File: src/rtl/core/rdi_pkg.sv
// Package for the read-discrete-inputs response block: sizes, codes and payload types.
// No dependencies; every module of the block imports it.

package rdi_pkg;

   // Status table geometry.
   localparam int TABLE_WORDS = 64;
   localparam int WORD_W      = 16;
   localparam int TBL_AW      = $clog2(TABLE_WORDS);
   localparam int TBL_BW      = $clog2(TABLE_WORDS * WORD_W);

   // Request limits and frame geometry.
   localparam int MAX_BITS  = 256;
   localparam int QTY_W     = $clog2(MAX_BITS + 1);
   localparam int MAX_BYTES = (MAX_BITS + 7) / 8;
   localparam int NB_W      = $clog2(MAX_BYTES + 1);
   localparam int HDR_LEN   = 9;
   localparam int FRAME_MAX = HDR_LEN + MAX_BYTES;
   localparam int POS_W     = $clog2(FRAME_MAX);

   // Word window in front of the data packer.
   localparam int WIN_DEPTH = 3;

   // Command codes.
   localparam logic CMD_WRITE = 1'b0;
   localparam logic CMD_READ  = 1'b1;

   typedef struct packed {
      logic        command;
      logic [5:0]  word_index;
      logic [15:0] word_value;
      logic [15:0] transaction_id;
      logic [15:0] protocol_id;
      logic [7:0]  unit_id;
      logic [7:0]  function_code;
      logic [15:0] start_address;
      logic [15:0] bit_quantity;
   } req_type;

   typedef struct packed {
      logic [7:0] frame_byte;
      logic       last_byte;
      logic [5:0] frame_length;
   } rsp_type;

   typedef struct packed {
      logic              en;
      logic [TBL_AW-1:0] addr;
      logic [WORD_W-1:0] data;
   } tbl_wr_type;

   typedef struct packed {
      logic              en;
      logic [TBL_AW-1:0] addr;
   } tbl_rd_type;

endpackage

File: src/rtl/core/rdi_table.sv
// Status word table: one-port write, one-port read with registered data.
// Per-word valid flags give the cleared-at-reset view. Depends on rdi_pkg.

module rdi_table (
   input  logic                        clock,
   input  logic                        reset,
   input  rdi_pkg::tbl_wr_type         wr,
   input  rdi_pkg::tbl_rd_type         rd,
   output logic [rdi_pkg::WORD_W-1:0]  rd_word
);
   import rdi_pkg::*;

   logic [WORD_W-1:0]      mem [TABLE_WORDS];
   logic [TABLE_WORDS-1:0] vld_ff, vld_in;
   logic [WORD_W-1:0]      rd_q_ff;
   logic                   rd_vld_ff, rd_vld_in;

   always_comb begin
      vld_in = vld_ff;
      if (wr.en) begin
         vld_in[wr.addr] = 1'b1;
      end
      rd_vld_in = rd_vld_ff;
      if (rd.en) begin
         rd_vld_in = vld_ff[rd.addr];
      end
   end

   always_ff @(posedge clock) begin
      if (wr.en) begin
         mem[wr.addr] <= wr.data;
      end
      if (rd.en) begin
         rd_q_ff <= mem[rd.addr];
      end
   end

   always_ff @(posedge clock) begin
      if (reset) begin
         vld_ff    <= '0;
         rd_vld_ff <= 1'b0;
      end else begin
         vld_ff    <= vld_in;
         rd_vld_ff <= rd_vld_in;
      end
   end

   // never-written words read as zero
   assign rd_word = rd_vld_ff ? rd_q_ff : '0;

endmodule

File: src/rtl/core/rdi_framer.sv
// Response sequencer: header bytes, word window fed from the table, bit packer,
// and the output register. Depends on rdi_pkg.

module rdi_framer (
   input  logic                        clock,
   input  logic                        reset,
   input  logic                        start,
   input  rdi_pkg::req_type            req,
   output logic                        busy,
   output rdi_pkg::tbl_rd_type         rd,
   input  logic [rdi_pkg::WORD_W-1:0]  rd_word,
   output logic                        rsp_valid,
   input  logic                        rsp_stall,
   output rdi_pkg::rsp_type            rsp_data
);
   import rdi_pkg::*;

   // header byte positions
   localparam logic [POS_W-1:0] P_TID_HI = POS_W'(0);
   localparam logic [POS_W-1:0] P_TID_LO = POS_W'(1);
   localparam logic [POS_W-1:0] P_PID_HI = POS_W'(2);
   localparam logic [POS_W-1:0] P_PID_LO = POS_W'(3);
   localparam logic [POS_W-1:0] P_LEN_HI = POS_W'(4);
   localparam logic [POS_W-1:0] P_LEN_LO = POS_W'(5);
   localparam logic [POS_W-1:0] P_UNIT   = POS_W'(6);
   localparam logic [POS_W-1:0] P_FUNC   = POS_W'(7);
   localparam logic [POS_W-1:0] P_COUNT  = POS_W'(8);

   logic                  active_ff, active_in;
   logic [POS_W-1:0]      pos_ff, pos_in;
   logic [POS_W-1:0]      flast_ff, flast_in;
   logic [NB_W-1:0]       nbytes_ff, nbytes_in;
   logic [QTY_W-1:0]      rem_ff, rem_in;
   logic [3:0]            off_ff, off_in;
   logic [TBL_AW-1:0]     rptr_ff, rptr_in;
   logic                  inflight_ff, inflight_in;
   logic [1:0]            cnt_ff, cnt_in;
   logic [WIN_DEPTH-1:0][WORD_W-1:0] win_ff, win_in;
   logic [15:0]           tid_ff, tid_in, pid_ff, pid_in;
   logic [7:0]            uid_ff, uid_in, fc_ff, fc_in;
   logic                  rsp_valid_ff, rsp_valid_in;
   rsp_type               rsp_data_ff, rsp_data_in;

   // request decode
   logic [QTY_W-1:0]      qty_sat;
   logic [QTY_W:0]        nb_full;
   logic [TBL_BW-1:0]     base;

   // datapath
   logic                  out_free, is_hdr, emit, pop, push, last;
   logic [2:0]            occ;
   logic                  rd_en;
   logic [1:0]            cnt_mid;
   logic [2*WORD_W-1:0]   win_bits;
   logic [7:0]            data_mask, data_byte, hdr_byte, len_byte;
   logic [7:0]            flen8;
   logic                  rem_ge8;

   always_comb begin
      if (req.bit_quantity > 16'(MAX_BITS)) begin
         qty_sat = QTY_W'(MAX_BITS);
      end else begin
         qty_sat = QTY_W'(req.bit_quantity);
      end
      nb_full = ({1'b0, qty_sat} + (QTY_W + 1)'(7)) >> 3;
      // one-based to zero-based, wrapped to the table size in bits
      base    = TBL_BW'(req.start_address - 16'd1);
   end

   assign out_free = !rsp_valid_ff || !rsp_stall;
   assign is_hdr   = pos_ff < POS_W'(HDR_LEN);
   assign emit     = active_ff && out_free && (is_hdr || cnt_ff >= 2'd2);
   assign pop      = emit && !is_hdr && off_ff[3];
   assign push     = inflight_ff;
   assign last     = pos_ff == flast_ff;
   assign occ      = {1'b0, cnt_ff} + {2'b00, inflight_ff};
   assign rd_en    = active_ff && (occ < 3'(WIN_DEPTH));

   assign rd.en   = rd_en;
   assign rd.addr = rptr_ff;

   // byte packer: eight bits from the two oldest window words
   assign win_bits  = {win_ff[1], win_ff[0]} >> off_ff;
   assign rem_ge8   = rem_ff >= QTY_W'(8);
   assign data_mask = rem_ge8 ? 8'hFF : ~(8'hFF << rem_ff[2:0]);
   assign data_byte = win_bits[7:0] & data_mask;

   assign len_byte = 8'(3) + 8'(nbytes_ff);
   assign flen8    = 8'(HDR_LEN) + 8'(nbytes_ff);

   always_comb begin
      case (pos_ff)
         P_TID_HI: hdr_byte = tid_ff[15:8];
         P_TID_LO: hdr_byte = tid_ff[7:0];
         P_PID_HI: hdr_byte = pid_ff[15:8];
         P_PID_LO: hdr_byte = pid_ff[7:0];
         P_LEN_HI: hdr_byte = 8'h00;
         P_LEN_LO: hdr_byte = len_byte;
         P_UNIT:   hdr_byte = uid_ff;
         P_FUNC:   hdr_byte = fc_ff;
         P_COUNT:  hdr_byte = 8'(nbytes_ff);
         default:  hdr_byte = data_byte;
      endcase
   end

   always_comb begin
      active_in   = active_ff;
      pos_in      = pos_ff;
      flast_in    = flast_ff;
      nbytes_in   = nbytes_ff;
      rem_in      = rem_ff;
      off_in      = off_ff;
      rptr_in     = rptr_ff;
      inflight_in = inflight_ff;
      cnt_in      = cnt_ff;
      win_in      = win_ff;
      tid_in      = tid_ff;
      pid_in      = pid_ff;
      uid_in      = uid_ff;
      fc_in       = fc_ff;
      cnt_mid     = cnt_ff - {1'b0, pop};

      if (start) begin
         active_in   = 1'b1;
         pos_in      = '0;
         nbytes_in   = NB_W'(nb_full);
         flast_in    = POS_W'(HDR_LEN - 1) + POS_W'(nb_full);
         rem_in      = qty_sat;
         off_in      = base[3:0];
         rptr_in     = base[TBL_BW-1:4];
         inflight_in = 1'b0;   // drop any fetch left from the last frame
         cnt_in      = '0;
         tid_in      = req.transaction_id;
         pid_in      = req.protocol_id;
         uid_in      = req.unit_id;
         fc_in       = req.function_code;
      end else begin
         inflight_in = rd_en;
         if (rd_en) begin
            if (rptr_ff == TBL_AW'(TABLE_WORDS - 1)) begin
               rptr_in = '0;
            end else begin
               rptr_in = rptr_ff + TBL_AW'(1);
            end
         end

         // window: shift on a word crossing, append returning read data
         if (pop) begin
            win_in[0] = win_ff[1];
            win_in[1] = win_ff[2];
         end
         if (push) begin
            case (cnt_mid)
               2'd0:    win_in[0] = rd_word;
               2'd1:    win_in[1] = rd_word;
               default: win_in[2] = rd_word;
            endcase
         end
         cnt_in = cnt_mid + {1'b0, push};

         if (emit) begin
            pos_in = pos_ff + POS_W'(1);
            if (last) begin
               active_in = 1'b0;
            end
            if (!is_hdr) begin
               off_in = off_ff + 4'd8;
               rem_in = rem_ge8 ? rem_ff - QTY_W'(8) : '0;
            end
         end
      end

      rsp_valid_in = rsp_valid_ff;
      rsp_data_in  = rsp_data_ff;
      if (out_free) begin
         rsp_valid_in = emit;
         if (emit) begin
            rsp_data_in.frame_byte   = hdr_byte;
            rsp_data_in.last_byte    = last;
            rsp_data_in.frame_length = flen8[5:0];
         end
      end
   end

   always_ff @(posedge clock) begin
      if (reset) begin
         active_ff    <= 1'b0;
         inflight_ff  <= 1'b0;
         cnt_ff       <= '0;
         rsp_valid_ff <= 1'b0;
      end else begin
         active_ff    <= active_in;
         inflight_ff  <= inflight_in;
         cnt_ff       <= cnt_in;
         rsp_valid_ff <= rsp_valid_in;
      end
   end

   always_ff @(posedge clock) begin
      pos_ff      <= pos_in;
      flast_ff    <= flast_in;
      nbytes_ff   <= nbytes_in;
      rem_ff      <= rem_in;
      off_ff      <= off_in;
      rptr_ff     <= rptr_in;
      win_ff      <= win_in;
      tid_ff      <= tid_in;
      pid_ff      <= pid_in;
      uid_ff      <= uid_in;
      fc_ff       <= fc_in;
      rsp_data_ff <= rsp_data_in;
   end

   assign busy      = active_ff;
   assign rsp_valid = rsp_valid_ff;
   assign rsp_data  = rsp_data_ff;

endmodule

File: src/rtl/core/read_discrete_inputs_response.sv
// Top level of the read-discrete-inputs response builder.
// Depends on rdi_pkg, rdi_table and rdi_framer.
//
// Usage:
//  - req channel (req_valid / req_stall / req_data): one command per transfer.
//    A write command stores word_value at word_index of the 64-word status
//    table and produces nothing.
//  - A read command produces the response frame on the rsp channel, one
//    byte per transfer: nine header bytes, then ceil(quantity/8) data bytes
//    (quantity saturated to 256), bits packed LSB first. Every byte carries
//    last_byte and the total frame_length.
//  - The first header byte is registered into the output register once the
//    read transfer has set the sequencer active. With no stall, one byte
//    follows per cycle. The frame sequencer is the limit: req_stall stays
//    high while a frame is being built.
//  - Data bytes come from a three-word window refilled through the table's
//    single read port (registered read); a word is fetched every
//    second data byte, which keeps pace with the output.
//  - rsp_stall holds the output register; the sequencer waits behind it.
//    The next command is taken while the last byte still waits.
//  - Reset clears the table (per-word valid flags) and the framer's busy state.

module read_discrete_inputs_response (
   input  logic              clock,
   input  logic              reset,
   input  logic              req_valid,
   output logic              req_stall,
   input  rdi_pkg::req_type  req_data,
   output logic              rsp_valid,
   input  logic              rsp_stall,
   output rdi_pkg::rsp_type  rsp_data
);
   import rdi_pkg::*;

   logic        req_xfer;
   logic        start;
   logic        busy;
   tbl_wr_type  tbl_wr;
   tbl_rd_type  tbl_rd;
   logic [WORD_W-1:0] tbl_word;

   // commands are taken only while no frame is in progress,
   // so table writes never overlap frame reads
   assign req_stall = busy;
   assign req_xfer  = req_valid && !req_stall;
   assign start     = req_xfer && (req_data.command == CMD_READ);

   // out-of-range word indexes are dropped
   assign tbl_wr.en   = req_xfer && (req_data.command == CMD_WRITE) &&
                        (32'(req_data.word_index) < TABLE_WORDS);
   assign tbl_wr.addr = TBL_AW'(req_data.word_index);
   assign tbl_wr.data = req_data.word_value;

   rdi_table u_table (
      .clock   (clock),
      .reset   (reset),
      .wr      (tbl_wr),
      .rd      (tbl_rd),
      .rd_word (tbl_word)
   );

   rdi_framer u_framer (
      .clock     (clock),
      .reset     (reset),
      .start     (start),
      .req       (req_data),
      .busy      (busy),
      .rd        (tbl_rd),
      .rd_word   (tbl_word),
      .rsp_valid (rsp_valid),
      .rsp_stall (rsp_stall),
      .rsp_data  (rsp_data)
   );

   // a read transfer closes the request side until the frame is built
   a_read_locks: assert property (@(posedge clock) disable iff (reset)
      start |=> req_stall)
      else $error("request side open after read transfer");

   // a write never starts a frame
   a_write_quiet: assert property (@(posedge clock) disable iff (reset)
      (req_xfer && req_data.command == CMD_WRITE && !busy) |=> !req_stall)
      else $error("write command started a frame");

   // all bytes of one frame carry the same length
   a_len_steady: assert property (@(posedge clock) disable iff (reset)
      (rsp_valid && !rsp_stall && !rsp_data.last_byte) |=>
         (!rsp_valid || rsp_data.frame_length == $past(rsp_data.frame_length)))
      else $error("frame length changed inside a frame");

   // frame length never below the header size
   a_len_floor: assert property (@(posedge clock) disable iff (reset)
      rsp_valid |-> rsp_data.frame_length >= 6'(HDR_LEN))
      else $error("frame length below header size");

endmodule
File: config.mk
export PLATFORM = sky130hd
export DESIGN_NAME = read_discrete_inputs_response
export DESIGN_NICKNAME = d
export VERILOG_FILES = /design/src/rtl/core/rdi_pkg.sv /design/src/rtl/core/rdi_table.sv /design/src/rtl/core/rdi_framer.sv /design/src/rtl/core/read_discrete_inputs_response.sv
export SDC_FILE = /design/constraint.sdc
export NUM_CORES = 1
export LEC_CHECK = 0
export BUFFER_PORTS_ARGS = -buffer_cell sky130_fd_sc_hd__buf_2
export CAP_MARGIN = 20
export CORE_ASPECT_RATIO = 0.9
export CORE_MARGIN = 4
export CORE_UTILIZATION = 50
export DETAILED_ROUTE_END_ITERATION = 12
export HOLD_SLACK_MARGIN = 0.03
export PLACE_DENSITY = 0.7
export SLEW_MARGIN = 40
export SYNTH_ARGS = -nofsm -noshare
export SYNTH_HDL_FRONTEND = slang
export SYNTH_SLANG_ARGS = --single-unit
File: constraint.sdc
create_clock -name clock -period 6.5 [get_ports clock]
set_input_delay 0.65 -clock clock [delete_from_list [all_inputs] [get_ports clock]]
set_output_delay 0.65 -clock clock [all_outputs]
set_load 0.01 [all_outputs]
### Word-level counts from Yosys, hierarchy flattened

Memory sizes are Yosys's and may differ from the RTL's. A register that Yosys moved wholly into a read port is not among the register bits.
Index checks and enable logic that the tools add are counted.

| cells by class | value |
|---|---|
| add/subtract/negate cells | 12 |
| $lt $le $gt $ge | 8 |
| eq/ne operators | 12 |
| shift-type cells | 2 |
| mux-type cells | 27 |
| bitwise gates (word level) | 6 |
| reductions and logical operators | 26 |

Operators with widths:

| kind | number |
|---|---|
| $pmux W8 S9 | 1 |
| $mux W32 | 2 |
| $or A64 B64 Y64 | 1 |
| $mux W16 | 3 |
| $mux W9 | 5 |
| $shr A32 B4 Y8 | 1 |
| $eq A6 B3 Y1 const B | 4 |
| $mux W6 | 3 |
| $gt A16 B9 Y1 const B | 1 |
| $lt A6 B7 Y1 const B | 2 |
| $add A4 B6 Y6 const A | 2 |
| $add A6 B1 Y6 const B | 2 |
| $eq A6 B2 Y1 const B | 2 |
| $mux W4 | 3 |
| $sub A10 B1 Y10 const B | 1 |
| $add A9 B3 Y9 const B | 1 |
| $ge A9 B4 Y1 const B | 1 |
| $logic_and A1 B1 Y1 | 9 |
| $sub A9 B4 Y9 const B | 1 |
| $and A8 B8 Y8 | 1 |
| $mux W8 | 1 |
| $not A8 Y8 | 1 |
| $shl A8 B3 Y8 const A | 1 |
| $add A2 B6 Y7 const A | 1 |
| 26 further kinds | 43 |

| storage, ports and cells | value |
|---|---|
| register bits | 218 |
| RAM bits | 1024 |
| input port bits | 107 |
| output and inout bits | 17 |
| word-level logic and storage cells | 116 |
| memories kept | 1 |

Memories:

| memory | depth | width | rd ports | clocked after Yosys merged registers in | write ports | RTL line | text |
|---|---|---|---|---|---|---|---|
| u_table.mem | 64 | 16 | 1 | 1 | 1 | rdi_table.sv:13 | `logic [WORD_W-1:0] mem [TABLE_WORDS];` |

### Longest topological paths before layout

| depth | value |
|---|---|
| depth in word-level cells | 11 |
| mapped depth | 14 |
| depth with buffers taken out | 11 |

### Cells and area by module

A second synthesis with hierarchy kept.

| second synthesis, totals | value |
|---|---|
| cell total of the unflattened synthesis | 2494 |
| area total of the unflattened synthesis | 50013.0 µm² |

By module, submodules not included:

| module | instances | cells each | area an instance (µm²) | sequential area each (µm²) |
|---|---|---|---|---|
| rdi_table | 1 | 1856 | 42140.4 | 32531.2 |
| rdi_framer | 1 | 636 | 7851.3 | 4394.2 |
| read_discrete_inputs_response | 1 | 2 | 21.3 | 0.0 |

### Least setup slack after synthesis

Ideal clock, no wire load.

| timing path | value |
|---|---|
| kind | input to register |
| start | input port req_data[102] in the netlist's numbering |
| end | register u_framer.win_ff[32] in the netlist's numbering (enable) |
| setup time | 485 ps |
| arrival | 3447 ps |
| required time | 6015 ps |
| setup slack | 2568 ps |
| stages | 4 |
| path buffers | 1 |
| cell sequence | nand3b_1 -> inv_1 -> clkbuf_1 -> nor3_1 |

| between the ends | value |
|---|---|
| longest elaborated chain between the ends | 3 |

RTL lines:

| item | RTL line | text |
|---|---|---|
| start, declared | read_discrete_inputs_response.sv:28 | `input rdi_pkg::req_type req_data,` |
| $logic_and A1 B1 Y1 | read_discrete_inputs_response.sv:46 | `assign start = req_xfer && (req_data.command == CMD_READ);` |
| net start | read_discrete_inputs_response.sv:36 | `logic start;` |
| $not A1 Y1 (no source line) | n/a |  |
| $reduce_and A3 Y1 (no source line) | n/a |  |
| end signal, assigned | rdi_framer.sv:206 | `win_ff <= win_in;` |
| end, declared | rdi_framer.sv:38 | `logic [WIN_DEPTH-1:0][WORD_W-1:0] win_ff, win_in;` |

The timed path passes the listed nets, and every way through them passes these cells.
A chain may end at the register's enable or synchronous reset.

### Worst setup path after layout

| timing path | value |
|---|---|
| start | register u_framer.active_ff, in the netlist u_framer.busy |
| end | register u_framer.win_ff[25] in the netlist's numbering, data pin |

| between the ends | value |
|---|---|
| longest elaborated chain between the ends | 8 |
| elaborated cells on any way between the ends | 9 |
| those cells by class | add/sub (1); eq/ne (1); mux (3); reduce/logical (4) |

RTL lines:

| item | RTL line | text |
|---|---|---|
| start, declared | rdi_framer.sv:29 | `logic active_ff, active_in;` |
| start signal, assigned | rdi_framer.sv:192 | `active_ff <= active_in;` |
| $logic_and A1 B1 Y1 (*) (2 in series) | rdi_framer.sv:72 | `assign emit = active_ff && out_free && (is_hdr \|\| cnt_ff >= 2'd2);` |
| $logic_and A1 B1 Y1 (*) (2 in series) | rdi_framer.sv:73 | `assign pop = emit && !is_hdr && off_ff[3];` |
| $sub A2 B1 Y2 | rdi_framer.sv:121 | `cnt_mid = cnt_ff - {1'b0, pop};` |
| $eq A2 B1 Y1 | rdi_framer.sv:153 | `case (cnt_mid)` |
| $mux W16 | rdi_framer.sv:153 |  |
| $mux W32 (*) | rdi_framer.sv:152 | `if (push) begin` |

Every way passes the cells marked *; elsewhere a longest branch is shown, timed or not.

==> summary.txt <==
Global route
  – Initial antenna violation count: 11
  – First-pass GRT wire length: 174100 microns
  – Grt total ovfl: 0
  – Number of global-route vias before repair: 26494
  – Pin count of the biggest net entering global routing: 80
  – GRT Total Usage: 0.2237

Yosys
  – Ys flop type: edfxtp_1
  – Synth unique cells: 68
  – Post-synth ARST share: 0
  – Mean Syn Cell Area: 19.09 sq um
  – Syn Inst Count: 2617
  – Syn nets: 2738
  – Number of enable flip-flop cells after synthesis: 1179
  – Seq cells post-synth: 1255
  – Synth Cell Area: 49950 sq um
  – Yosys warnings: 0
  – Register area share after synthesis: 0.7392

Critical path
  – Launch point of the worst reg-to-reg path: u_framer.busy
  – Critical path class: register to register
  – Worst path cell trace: buf_4 -> a21boi_1 -> nand2_1 -> nor3b_2 -> buf_4 -> ha_1 -> xor2_1 -> nor2_1 -> nand2_2 -> nor2_1 -> a21oi_1
  – Max incr delay on CP: 570 ps
  – Reg2Reg Capture Point: u_framer.win_ff[25]
  – Setup crit end kind: register
  – Slowest-stage cell, CP: a21boi_1
  – WP data required: 6930 ps
  – R2r worst-path depth: 11
  – Max FO, Critical Path: 33
  – Reg2reg setup slack: 2870 ps
  – Arrival time at the worst endpoint: 4060 ps
  – Crit-path leading delay family: simple AND/OR/NAND/NOR gates
  – Bufs and invs on worst path: 2
  – CP Launch Type: register

Clock network
  – CTS root buf: clkbuf_16
  – CTS tree: done
  – Worst-path clk slew: 60 ps
  – Hold_buf cts: 0
  – CTS Sinks: 1255
  – Inserted Clock Buffers: 119
  – H-tree levels: 3
  – Clock Tree Buf Depth: 3
  – CTS resizes: 0
  – Worst-skew pair later-pin latency: 710 ps
  – Setup bufs post-CTS: 0

Layout
  – Nets@finish: 2936
  – Share of layout cells above drive strength 1: 0.2563
  – Most frequent cells in the layout: edfxtp_1 (1179), mux4_2 (260), nor2_1 (220)
  – P&R area growth vs syn: 13.04%
  – Fin util: 0.5719
  – Commonest non-fill, non-tap cell in the layout: edfxtp_1
  – Final std cells w/o fill: 4253
  – # fillers: 7216

Routing
  – Met2 WL: 58060 microns
  – Uppermost layer routed: met5
  – Vias/cell: 6.168
  – Wirelength per Cell: 27.83 microns
  – Routed met3 length: 10580 microns
  – Initial DRC count: 3475
  – Vias: 26231
  – Pre-antenna DRT Iters: 6
  – Metal-1 WL: 46600 microns
  – Final antenna-violating net count: 0
  – DRT Wirelength: 118400 microns
  – Residual DRC: 0

Timing
  – Worst rel slew slack: 0.4403
  – Max frequency: 275.5 MHz
  – Fin. max-slew vios: 0
  – Final TNS setup: 0 ps
  – Final min period: 3629 ps
  – Worst-Margin Slew: 839.5 ps
  – Period Utilization, post-route: 0.5584
  – Setup Viol. Count Final: 0
  – RSZ-0062 raised after global routing: false
  – Skew final: 28.84 ps
  – Fin. Hold Viols: 0

Floorplan
  – Die W: 341.2 microns
  – Die H: 307.9 microns
  – Area of the core: 98740 sq um
  – Starting density of the core: 0.5059
  – Die ar.: 105000 sq um
  – # rows: 109
  – I/O pin count: 124

Pwr
  – Cell Pwr Density: 313.7 nW/um^2
  – Peak supply drop: 0.2606 mV
  – Leakage dissipation: 0.01827 uW

Min path
  – HP Class: input pin to register
  – Hold Crit Start: req_data[71]
  – Hold path endpoint: u_framer.tid_ff[7]
  – Cells on Worst Hold Path: 1

Placed design
  – Port-buffer cells: 117
  – Final HPWL DP: 68850 microns
  – GP Congestion: 0.8178
  – Placed cell count: 4024

Run
  – Max-cap violations: 0

Run status
  – Outcome: complete, no violations
[cell usage after synthesis, types with 4 or more instances]
library cell     n  area [sq um]
buf_4           19         142.6
mux2_2          33         371.6
o22ai_1         33         206.5
inv_1           16         60.06
o311a_1         16         160.2
buf_6            8         90.09
o21ai_0         36         180.2
a32oi_1          5         43.79
or3_1           17         106.4
buf_1            8         30.03
a221oi_1         7         61.31
nand3b_1         7         52.55
nor3_1           9         45.04
nor4b_1          5         43.79
nor2b_1          8         50.05
xnor2_1         19         166.4
buf_2           29         145.1
o2bb2ai_1        4         35.03
a211oi_1        17         127.6
nor4_1           5         31.28
nand2_1         53         198.9
ha_1            14         175.2
nand3_1         13         65.06
and3_1           5         31.28
edfxtp_1      1179         35400
mux4_2         260          5856
a21oi_1         40         200.2
nor3b_1          6         45.04
o21ba_2         14         140.1
nand4_1         10         62.56
and2_1          26         162.7
xor2_1          21         183.9
dfxtp_1         76          1521
nor2_1         224         840.8
o221ai_1        32         280.3
a22oi_1         30         225.2
mux2i_1        145          1451
o211ai_1        18         135.1
clkbuf_1        86         322.8
nand2b_1        20         125.1
[where the power goes]
part,switching (uW),internal [uW]
clock,3010,3960
combinational,1010,683
sequential,81.2,8970
total,4100,13600
[flip-flops by register name, indices dropped and copies added, names as in the netlist, 9 cells and up]
name and count:
u_table.mem 1024, u_table.vld_ff 64, u_framer.win_ff 48, u_framer.pid_ff 16, u_framer.tid_ff 16, u_table.rd_q_ff 16, u_framer.rsp_data 15, u_framer.rem_ff 9
[how the worst max path moves through the flow]
stage / start / slack [ps] / cells after the start / end
2_1_floorplan: req_data[102] / 2570 / 4 / u_framer.win_ff[32]
3_3_place_gp: rsp_stall / 2180 / 9 / u_framer.win_ff[47]
3_5_place_dp: rsp_stall / 2370 / 9 / u_framer.win_ff[43]
4_1_cts: u_framer.busy / 2540 / 9 / u_framer.win_ff[47]
5_1_grt: u_framer.busy / 2620 / 11 / u_framer.win_ff[16]
6_report: u_framer.busy / 2870 / 11 / u_framer.win_ff[25]
[worst reg2reg max path, cell delays in order (launching register included)]
cell and delay [ps]:
dfxtp_1 300, buf_4 210, a21boi_1 570, nand2_1 170
nor3b_2 190, buf_4 500, ha_1 300, xor2_1 100
nor2_1 280, nand2_2 410, nor2_1 240, a21oi_1 60
[layer usage]
metal  vias to the layer above  GRT usage
met5                         -          0
met4                        10    0.06293
met3                       198    0.04490
met2                      1268     0.3648
met1                     13671     0.3115
li1                      11084          -
[cell type report]
class	instances	area [sq um]	share of cell area
sequential	1255	36930	0.6539
multi-input combinational	1194	12300	0.2178
clock buffer	157	3222	0.05706
tap	1332	1667	0.02951
timing repair buffer	228	1518	0.02688
clock inverter	68	767.0	0.01358
inverter	17	65.06	0.001152
antenna	2	5.005	0.00008863
[per-stage QoR]
step | setup WS, ps | total power, uW | hold slack (ps) | instance area (sq um)
after global placement | 2185 | 10850 | 443.7 | 52340
after detailed placement | 2372 | 10900 | 458.5 | 52440
after floorplan | 2568 | 10270 | 434.8 | 49950
after global routing | 2619 | 18270 | 88.87 | 56460
final | 2871 | 17710 | 114.1 | 56470
after CTS | 2541 | 17800 | 80.43 | 56430
[cell families after synthesis]
logic type | after synthesis | synth area share
adder cells (fa/ha/maj) | 14 | 0.003507
AO/OA/AOI/OAI | 283 | 0.04155
buffers and inverters | 168 | 0.01601
AND/OR/NAND/NOR | 419 | 0.03902
XOR/XNOR | 40 | 0.007013
multiplexers | 438 | 0.1537
flip-flops | 1255 | 0.7392
(Power assumes the default switching activity.)
